## config.mk

```make
export PLATFORM = sky130hd
export DESIGN_NAME = mersenne61_rolling_hash_concat
export DESIGN_NICKNAME = d
export VERILOG_FILES = /design/src/m61rh_pkg.sv /design/src/m61rh_mulmod.sv /design/src/mersenne61_rolling_hash_concat.sv
export SDC_FILE = /design/constraint.sdc
export NUM_CORES = 2
export LEC_CHECK = 0
export BUFFER_PORTS_ARGS = -buffer_cell sky130_fd_sc_hd__buf_2
export CAP_MARGIN = 20
export CORE_ASPECT_RATIO = 1.4
export CORE_MARGIN = 3
export CORE_UTILIZATION = 50
export DETAILED_ROUTE_END_ITERATION = 16
export GPL_TIMING_DRIVEN = 0
export PLACE_DENSITY_LB_ADDON = 0.12
export SLEW_MARGIN = 15
export SYNTH_ARGS = -nofsm -noshare
export SYNTH_HDL_FRONTEND = slang
export SYNTH_SLANG_ARGS = --single-unit
```

## constraint.sdc

```tcl
create_clock -name clk -period 18.1 [get_ports clk]
set_input_delay 0.905 -clock clk [delete_from_list [all_inputs] [get_ports clk]]
set_output_delay 0.905 -clock clk [all_outputs]
set_load 0.02 [all_outputs]
```

## src/m61rh_pkg.sv

```systemverilog
// ---------------------------------------------------------------------------
// m61rh_pkg
// Widths, constants and helpers of the mod 2^61-1 rolling hash.
// ---------------------------------------------------------------------------
package m61rh_pkg;

	localparam int HASH_W = 61;
	localparam int LEN_W  = 31;        // bits of seg_len used
	localparam int LEN_PORT_W = 31;
	localparam int HALF_W = 31;        // low half of an operand
	localparam int HIGH_W = HASH_W - HALF_W;
	localparam int TDATA_W = ((HASH_W + LEN_PORT_W + 7) / 8) * 8;

	localparam logic [HASH_W-1:0] MOD_P     = {HASH_W{1'b1}};
	localparam logic [HASH_W-1:0] BASE_INIT = HASH_W'(10007);

	function automatic logic [HASH_W-1:0] red_p(input logic [HASH_W-1:0] x);
		return (x == MOD_P) ? '0 : x;
	endfunction

endpackage

```

## src/m61rh_mulmod.sv

```systemverilog
// ---------------------------------------------------------------------------
// m61rh_mulmod
// Multi-cycle a*b mod 2^61-1 built on one 31x31 multiplier and Mersenne fold.
// ---------------------------------------------------------------------------
module m61rh_mulmod
	import m61rh_pkg::*;
(
	input  logic              clk,
	input  logic              arst_n,
	input  logic              start,
	input  logic [HASH_W-1:0] op_a,
	input  logic [HASH_W-1:0] op_b,
	output logic              done,
	output logic [HASH_W-1:0] result
);

	logic              busy_q;
	logic [2:0]        ph_q;
	logic              done_q;
	logic [61:0]       prod_q;
	logic [61:0]       mid_q;
	logic [63:0]       r_q;
	logic [HASH_W-1:0] res_q;

	logic [HALF_W-1:0] mul_x, mul_y;
	logic [61:0]       prod;
	logic [61:0]       fold;
	logic [63:0]       r_sum;

	// partial product select: al*bl, ah*bl, al*bh, ah*bh
	always_comb begin
		case (ph_q)
			3'd0: begin
				mul_x = op_a[HALF_W-1:0];
				mul_y = op_b[HALF_W-1:0];
			end
			3'd1: begin
				mul_x = HALF_W'(op_a[HASH_W-1:HALF_W]);
				mul_y = op_b[HALF_W-1:0];
			end
			3'd2: begin
				mul_x = op_a[HALF_W-1:0];
				mul_y = HALF_W'(op_b[HASH_W-1:HALF_W]);
			end
			default: begin
				mul_x = HALF_W'(op_a[HASH_W-1:HALF_W]);
				mul_y = HALF_W'(op_b[HASH_W-1:HALF_W]);
			end
		endcase
	end

	assign prod  = 62'(mul_x) * 62'(mul_y);
	assign r_sum = r_q + {1'b0, prod_q, 1'b0} + 64'(mid_q[61:30])
		+ {3'b0, mid_q[29:0], 31'b0};
	assign fold  = 62'(r_q[63:61]) + 62'(r_q[60:0]);

	always_ff @(posedge clk or negedge arst_n) begin
		if (!arst_n) begin
			busy_q <= 1'b0;
			ph_q   <= '0;
			done_q <= 1'b0;
		end else begin
			done_q <= busy_q && !start && (ph_q == 3'd5);
			if (start) begin
				busy_q <= 1'b1;
				ph_q   <= '0;
			end else if (busy_q) begin
				if (ph_q == 3'd5)
					busy_q <= 1'b0;
				ph_q <= ph_q + 3'd1;
			end
		end
	end

	always_ff @(posedge clk) begin
		if (busy_q) begin
			prod_q <= prod;
			case (ph_q)
				3'd1: r_q   <= 64'(prod_q);
				3'd2: mid_q <= prod_q;
				3'd3: mid_q <= mid_q + prod_q;
				3'd4: r_q   <= r_sum;
				3'd5: res_q <= (fold >= 62'(MOD_P)) ? HASH_W'(fold - 62'(MOD_P))
					: HASH_W'(fold);
				default: ;
			endcase
		end
	end

	assign done   = done_q;
	assign result = res_q;

endmodule

```

## src/mersenne61_rolling_hash_concat.sv

```systemverilog
// ---------------------------------------------------------------------------
// mersenne61_rolling_hash_concat
// Rolling hash mod 2^61-1: acc = acc*base^len + seg_hash, with running length.
// ---------------------------------------------------------------------------
// Work per item: a modular multiply is needed per set bit of seg_len,
// per squaring below its top set bit, and once more for acc*power.
// Throughput: one item at a time; the single 31x31 multiplier sets the
// pace and a stalled result holds the last step.
// Reset: arst_n clears hash and length to zero and sets hash_base to 10007.
module mersenne61_rolling_hash_concat
	import m61rh_pkg::*;
(
	input  logic               clk,
	input  logic               arst_n,
	input  logic               cfg_we,
	input  logic [HASH_W-1:0]  cfg_wdata,      // hash_base
	input  logic               s_axis_tvalid,
	output logic               s_axis_tready,
	input  logic [TDATA_W-1:0] s_axis_tdata,   // seg_hash[60:0], seg_len[91:61]
	input  logic               s_axis_tuser,   // clear
	output logic               m_axis_tvalid,
	input  logic               m_axis_tready,
	output logic [TDATA_W-1:0] m_axis_tdata    // acc_hash[60:0], acc_len[91:61]
);

	typedef enum logic [5:0] {
		S_IDLE = 6'b000001,
		S_BIT  = 6'b000010,
		S_MULR = 6'b000100,
		S_MULX = 6'b001000,
		S_MULA = 6'b010000,
		S_ADD  = 6'b100000
	} state_t;

	state_t            state_q;
	logic [HASH_W-1:0] base_q;
	logic [HASH_W-1:0] acc_hash_q;
	logic [LEN_W-1:0]  acc_len_q;
	logic [HASH_W-1:0] h_q, sh_q, r_q, x_q;
	logic [LEN_W-1:0]  e_q;
	logic [HASH_W-1:0] op_a_q, op_b_q;
	logic              start_q;
	logic              out_valid_q;
	logic [HASH_W-1:0] out_hash_q;
	logic [LEN_W-1:0]  out_len_q;

	logic              mul_done;
	logic [HASH_W-1:0] mul_res;
	logic              in_xfer, out_free;
	logic [HASH_W-1:0] seg_hash_in;
	logic [LEN_W-1:0]  seg_len_in;
	logic [LEN_W:0]    len_sum;
	logic [HASH_W:0]   hsum;

	assign seg_hash_in = s_axis_tdata[HASH_W-1:0];
	assign seg_len_in  = s_axis_tdata[HASH_W +: LEN_W];
	assign s_axis_tready = (state_q == S_IDLE);
	assign in_xfer  = s_axis_tvalid && s_axis_tready;
	assign out_free = !out_valid_q || m_axis_tready;
	assign len_sum  = (s_axis_tuser ? '0 : {1'b0, acc_len_q}) + {1'b0, seg_len_in};
	assign hsum     = {1'b0, mul_res} + {1'b0, sh_q};

	m61rh_mulmod u_mul (
		.clk    (clk),
		.arst_n (arst_n),
		.start  (start_q),
		.op_a   (op_a_q),
		.op_b   (op_b_q),
		.done   (mul_done),
		.result (mul_res)
	);

	always_ff @(posedge clk or negedge arst_n) begin
		if (!arst_n) begin
			state_q     <= S_IDLE;
			base_q      <= BASE_INIT;
			acc_hash_q  <= '0;
			acc_len_q   <= '0;
			start_q     <= 1'b0;
			out_valid_q <= 1'b0;
		end else begin
			start_q <= (state_q == S_BIT);
			if (cfg_we)
				base_q <= red_p(cfg_wdata);
			if ((state_q == S_ADD) && out_free)
				out_valid_q <= 1'b1;
			else if (m_axis_tvalid && m_axis_tready)
				out_valid_q <= 1'b0;
			case (state_q)
				S_IDLE: begin
					if (in_xfer) begin
						acc_len_q <= len_sum[LEN_W] ? {LEN_W{1'b1}} : len_sum[LEN_W-1:0];
						state_q   <= S_BIT;
					end
				end
				S_BIT: begin
					if (e_q == '0)
						state_q <= S_MULA;
					else if (e_q[0])
						state_q <= S_MULR;
					else
						state_q <= S_MULX;
				end
				S_MULR, S_MULX: begin
					if (mul_done)
						state_q <= S_BIT;
				end
				S_MULA: begin
					if (mul_done)
						state_q <= S_ADD;
				end
				S_ADD: begin
					// hold until the output register is free
					if (out_free) begin
						acc_hash_q  <= (hsum >= {1'b0, MOD_P}) ? HASH_W'(hsum - {1'b0, MOD_P})
							: hsum[HASH_W-1:0];
						state_q     <= S_IDLE;
					end
				end
				default: state_q <= S_IDLE;
			endcase
		end
	end

	// datapath, no reset needed
	always_ff @(posedge clk) begin
		case (state_q)
			S_IDLE: begin
				if (in_xfer) begin
					h_q  <= s_axis_tuser ? '0 : acc_hash_q;
					sh_q <= red_p(seg_hash_in);
					e_q  <= seg_len_in;
					r_q  <= HASH_W'(1);
					x_q  <= base_q;
				end
			end
			S_BIT: begin
				if (e_q == '0) begin
					op_a_q <= h_q;
					op_b_q <= r_q;
				end else if (e_q[0]) begin
					op_a_q <= r_q;
					op_b_q <= x_q;
				end else begin
					op_a_q <= x_q;
					op_b_q <= x_q;
				end
			end
			S_MULR: begin
				if (mul_done) begin
					r_q    <= mul_res;
					e_q[0] <= 1'b0;
				end
			end
			S_MULX: begin
				if (mul_done) begin
					x_q <= mul_res;
					e_q <= e_q >> 1;
				end
			end
			S_ADD: begin
				if (out_free) begin
					out_hash_q <= (hsum >= {1'b0, MOD_P}) ? HASH_W'(hsum - {1'b0, MOD_P})
						: hsum[HASH_W-1:0];
					out_len_q  <= acc_len_q;
				end
			end
			default: ;
		endcase
	end

	assign m_axis_tvalid = out_valid_q;
	assign m_axis_tdata  = TDATA_W'({LEN_PORT_W'(out_len_q), out_hash_q});

endmodule

```

# --- After elaboration in Yosys (flattened, before gate mapping) ---
# Cells that the tools add are included.
totals:
  reg_bits: 904
  in_bits: 163
  elab_cells: 120
op_classes:
  n_addsub: 10
  n_mul: 1
  order_cmp: 2
  n_eq_ne: 19
  mux: 36
  reduce_logical: 29
op_table:
  columns: ["cell", "count"]
  rows:
  - ["2-to-1 mux 61 bit", 9]
  - ["case mux 61 bit (2 select lines)", 2]
  - ["2-to-1 mux 31 bit", 6]
  - ["case mux 64 bit (2 select lines)", 1]
  - ["greater-or-equal comparator 62 x 61 -> 1 bit, second input constant", 2]
  - ["case mux 62 bit (2 select lines)", 1]
  - ["equality test 61 bit, second input constant", 2]
  - ["subtractor 61 bit, second input constant", 2]
  - ["adder 64 x 32 -> 64 bit", 1]
  - ["adder 64 x 61 -> 64 bit", 1]
  - ["adder 64 x 63 -> 64 bit", 1]
  - ["adder 3 x 61 -> 62 bit", 1]
  - ["adder 61 x 61 -> 62 bit", 1]
  - ["adder 62 bit", 1]
  - ["multiplier 31 x 31 -> 62 bit", 1]
  - ["case mux 30 bit (2 select lines)", 1]
  - ["adder 31 x 31 -> 32 bit", 1]
  - ["zero test 31 bit", 1]
  - ["case mux 6 bit (5 select lines)", 1]
  - ["2-to-1 mux 6 bit", 4]
  - ["nonzero test 2 bit", 6]
  - ["inequality test 2 x 1 -> 1 bit, second input constant", 5]
  - ["AND reduction 2 bit", 5]
  - ["AND reduction 4 bit", 2]
  - ["23 further kinds", 39]

# --- Depth between registers and ports, before layout ---
depth:
  depth_word: 4
  ltp_mapped: 37
  ltp_nobuf: 34

# --- Cells and area by module ---
# Synthesis repeated with hierarchy kept, for this count alone.
hier_totals:
  cells_unflattened: 8592
  area_unflattened_um2: 84289.6
by_module_without_submodules:
  columns: ["module", "n_inst", "cells_per_inst", "area_each_um2", "seq_area_each_um2"]
  rows:
  - ["m61rh_mulmod", 1, 5672, 51435.6, 7602.3]
  - ["mersenne61_rolling_hash_concat", 1, 2920, 32854.0, 18724.2]

# --- Worst setup path before layout ---
# Ideal clock, no wire load.
synth_timing:
  path_type: "register -> register"
  startpoint: "register u_mul.ph_q[0]"
  endpoint: "register u_mul.prod_q[40], data pin"
  setup_time_ns: 0.259
  t_arrival_ns: 9.403
  required_time_ns: 17.841
  path_slack_ns: 8.438
  path_stages_with_launch: 38
  period_less_slack_ns: 9.662
  path_cell_list: "dfrtp_1 > inv_1 > ha_1 > o21ai_0 > buf_1 > buf_1 > clkbuf_1 > nand2_1 > nand2_1 > clkbuf_1 > nand2_1 > fa_1 > inv_1 > fa_1 > fa_1 > inv_1 > fa_1 > inv_1 > [... 2 more ...] > fa_1 > inv_1 > fa_1 > fa_1 > ha_1 > a21o_1 > a21o_1 > a21oi_1 > o21ai_0 > a2111o_1 > a31oi_1 > a2111oi_0 > o21a_1 > and3_1 > or2_2 > a41oi_1 > o21ai_0 > xnor2_1"
synth_between:
  elab_chain_cells: 4
synth_rtl:
  columns: ["item", "line", "rtl"]
  rows:
  - ["from (decl)", "m61rh_mulmod.sv:18", "logic [2:0] ph_q;"]
  - ["from (signal assigned)", "m61rh_mulmod.sv:70", "ph_q <= ph_q + 3'd1;"]
  - ["equality test 3 x 2 -> 1 bit (tied with other cells)", "m61rh_mulmod.sv:32", "case (ph_q)"]
  - ["OR reduction 2 bit (no line)", null, null]
  - ["2-to-1 mux 31 bit", "m61rh_mulmod.sv:32", null]
  - ["multiplier 31 x 31 -> 62 bit (*)", "m61rh_mulmod.sv:52", "assign prod = 62'(mul_x) * 62'(mul_y);"]
  - ["named net u_mul.prod[40]", "m61rh_mulmod.sv:26", "logic [61:0] prod;"]
  - ["to (signal assigned)", "m61rh_mulmod.sv:77", "prod_q <= prod;"]
  - ["to (decl)", "m61rh_mulmod.sv:20", "logic [61:0] prod_q;"]
# The timed path passes the listed nets; every way through them passes the cells marked *.
# A chain may end at the register's enable or synchronous reset.

# --- Final worst setup path ---
layout_timing:
  startpoint: "register u_mul.ph_q[0]"
  endpoint: "register u_mul.prod_q[55], data pin"
# The elaborated chain is that of the path after synthesis.

==> impl_metrics.csv <==
group,metric,value,unit
run_status,status,"complete, no violations",
global_route,antenna_found_initial,19,
sta,rsz0062_at_grt,"no",
yosys,yosysUniqueCellTypes,104,
routing,wl_per_cell,30.0,µm
sta,worst_pin_slew,1300,ps
yosys,yosysTopAreaCell,"edfxtp_1",
yosys,ys_seq_area_share,31.5,%
setup_path,startpoint_type,"flop",
placement,dp_hpwl,273000,µm
job,drv_cap,0,
finish,drive_gt1_share,10.4,%
sta,finClkSkew,76.1,ps
sta,period_share,70.2,%
finish,nets,10200,
setup_path,worstSetupPathType,"flop to flop",
setup_path,end_kind,"flop",
sta,slew_headroom,13.5,%
placement,place_congestion,1.05,
setup_path,arrival,13150,ps
routing,drtAntennaViolNets,0,
sta,fin_crit,12700,ps
clock_network,h-tree-depth,3,
clock_network,cts_root_buf,"clkbuf_16",
global_route,grt_pass1_wl,460000,µm
clock_network,tritoncts,"built",
yosys,ys_ff_latch,904,
floorplanning,die_y,490,µm
placement,portBuffers,251,
setup_path,critical_path.max_stage_delay,1020,ps
floorplanning,core_area,165000,µm²
finish,fill_cells,14800,
hold_path,hp-class,"primary input to async pin",
floorplanning,rows,176,
global_route,overflow,0,
yosys,synth_top_cell_area_share,26.5,%
routing,vias_per_cell,5.98,
yosys,syn-instance-count,8216,
clock_network,cts_resized,0,
sta,hold_viol,0,
floorplanning,ios,261,
yosys,postSynthAreaPerCell,10.2,µm²
clock_network,cts_setup_buffers,0,
clock_network,clk_pin_slew,60,ps
yosys,synth_enable_flop_cells,738,
global_route,grt_max_degree,92,
clock_network,clk_latency,750,ps
yosys,synth_top_flop_cell,"edfxtp_1",
floorplanning,die_w,351,µm
floorplanning,die_area,172000,µm²
floorplanning,start_util,50.6,%
routing,drt_pass1_iterations,7,
global_route,grt_pass1_vias,66500,
sta,whs,190,ps
setup_path,worstPathRequired,18540,ps
clock_network,clock_sinks,904,
routing,routed_wl,325000,µm
yosys,netlist_area,83500,µm²
setup_path,crit_slowest_cell,"clkbuf_1",
yosys,synth_area_leaders,"edfxtp_1, fa_1, ha_1",
sta,setup_violations,0,
sta,drv_slew,0,
global_route,grt.total_usage,37.8,%
clock_network,hold_buffers,0,
yosys,ys_warn_count,0,
finish,areaGrowthSynthToFinish,9.81,%
sta,timing.setup.tns,0,ps
clock_network,cts_buffer_depth,3,
routing,vias,64900,
yosys,synthArstFlopShare,18.4,%
sta,fmax,0.0787,GHz
routing,drc_errors,0,
clock_network,cts_made_buffers,92,
setup_path,crit_path_frequent_cell,"fa_1",
setup_path,crit_path_max_fanout,10,
routing,drt_iter0_drc,5776,
kinds of logic (layout without fill, tap and decap cells):
| group | count (synthesis) | after routing | share of synthesized area, % |
|---|---|---|---|
| xor gates and xnor gates | 361 | 361 | 3.78 |
| AOI/OAI and AO/OA | 1205 | 1205 | 9.16 |
| other | 1 | 34 | 0.00449 |
| muxes | 428 | 428 | 5.59 |
| buffers and inverters | 1277 | 1756 | 5.81 |
| DFF | 904 | 904 | 31.5 |
| adders and majority gates | 1446 | 1446 | 29.8 |
| and+or+nand+nor | 2594 | 2594 | 14.4 |
stage by stage:
step | std cells | util [%] | setup slack [ps] | instance area, µm²
3_5_place_dp | 10700 | 53.6 | 5660 | 88500
6_report | 10900 | 55.5 | 5400 | 91700
3_3_place_gp | 10600 | 53.0 | 5430 | 87500
5_1_grt | 10900 | 55.5 | 4940 | 91700
2_1_floorplan | 8219 | - | 8440 | 83600
4_1_cts | 10800 | 55.5 | 5630 | 91600
path summary, 6_finish.rpt:
path / startpoint / end / slack (ps) / cells past startpoint
setup / recovery: u_mul.ph_q[0]$_DFFE_PN0P_ / u_mul.prod_q[55]$_DFFE_PP_ / 5400 / 34
hold / removal: arst_n / acc_hash_q[53]$_DFFE_PN0P_ / 190 / 1
setup reg to reg: u_mul.ph_q[0]$_DFFE_PN0P_ / u_mul.prod_q[55]$_DFFE_PP_ / 5400 / 34
hold reg to reg: acc_len_q[18]$_DFFE_PN0P_ / out_len_q[18]$_DFFE_PP_ / 470 / 0
max in group asynchronous: arst_n / u_mul.busy_q$_DFF_PN0_ / 16870 / 2
min in group clk: cfg_wdata[54] / base_q[54]$_DFFE_PN0P_ / 430 / 3
cells in the mapped netlist (16+ instances only):
library cell and count:
and4_1 25, o21a_1 36, nand2b_1 58, buf_2 19
mux2_2 304, edfxtp_1 738, a21oi_1 324, nand3_1 98
a211oi_1 36, o21ai_0 331, o211ai_1 28, or2_2 17
nor4_1 37, fa_1 903, and2_1 161, and3_1 54
clkbuf_1 318, inv_1 915, nand2_1 932, dfrtp_1 157
xnor2_1 214, xor2_1 147, nor2b_1 133, buf_1 16
or3_1 24, a21o_1 173, o21bai_1 46, nor2_1 805
a31oi_1 44, mux2i_1 123, ha_1 543, nand4_1 105
nor3_1 66, a211o_1 16
critical path, delay by kind of cell (launching register included):
family,cells,cell delay (ps)
buf+inv,8,3190
fa+ha+maj,10,4340
flops,1,430
xor+xnor,1,170
simple gates,8,1670
compound gates,7,2610
layout by cell type, fill, tap and decap left out, types with 44 or more instances in the layout:
cell / instances
buf_2: 271
nor3_1: 65
nand4_1: 105
ha_1: 543
mux2_2: 304
a31oi_1: 44
nand3_1: 98
xor2_1: 147
clkbuf_1: 335
a21o_1: 173
nor2_1: 803
inv_1: 914
nand2b_1: 58
edfxtp_1: 738
and3_1: 53
a21oi_1: 324
nand2_1: 932
mux2i_1: 89
nor2b_1: 132
fa_1: 903
clkbuf_16: 95
o21bai_1: 46
and2_1: 161
xnor2_1: 214
dfrtp_1: 156
o21ai_0: 330
cell type report:
| cell class | instances | area [µm²] | area share (%) |
|---|---|---|---|
| tap | 2136 | 2670 | 2.91 |
| timing repair buffer | 307 | 2060 | 2.24 |
| sequential | 904 | 26300 | 28.7 |
| buffer | 361 | 1430 | 1.56 |
| antenna | 30 | 75.1 | 0.0818 |
| multi-input combinational | 6038 | 52600 | 57.3 |
| clock inverter | 53 | 632 | 0.689 |
| clock buffer | 119 | 2510 | 2.73 |
| inverter | 916 | 3440 | 3.75 |
per-layer routing:
metal	vias up	share of wire (%)	track usage, %
li1	28500	-	-
met1	32600	36	43.6
met2	2932	47	61.7
met3	895	7.2	6.32
met4	10	10	31.4
met5	-	0.019	0
registers in the layout (all words and copies together) (netlist names), 31 cells and up:
register      flops
out_len_q        31
out_hash_q       61
op_b_q           61
e_q              31
acc_len_q        31
u_mul.prod_q     62
u_mul.r_q        64
acc_hash_q       61
u_mul.mid_q      62
base_q           61
x_q              61
op_a_q           61
h_q              61
sh_q             61
u_mul.result     61
r_q              61
Power is left out: the tool's default activity adds up to more than one toggle a clock period on the data nets, which glitch-free logic cannot reach.
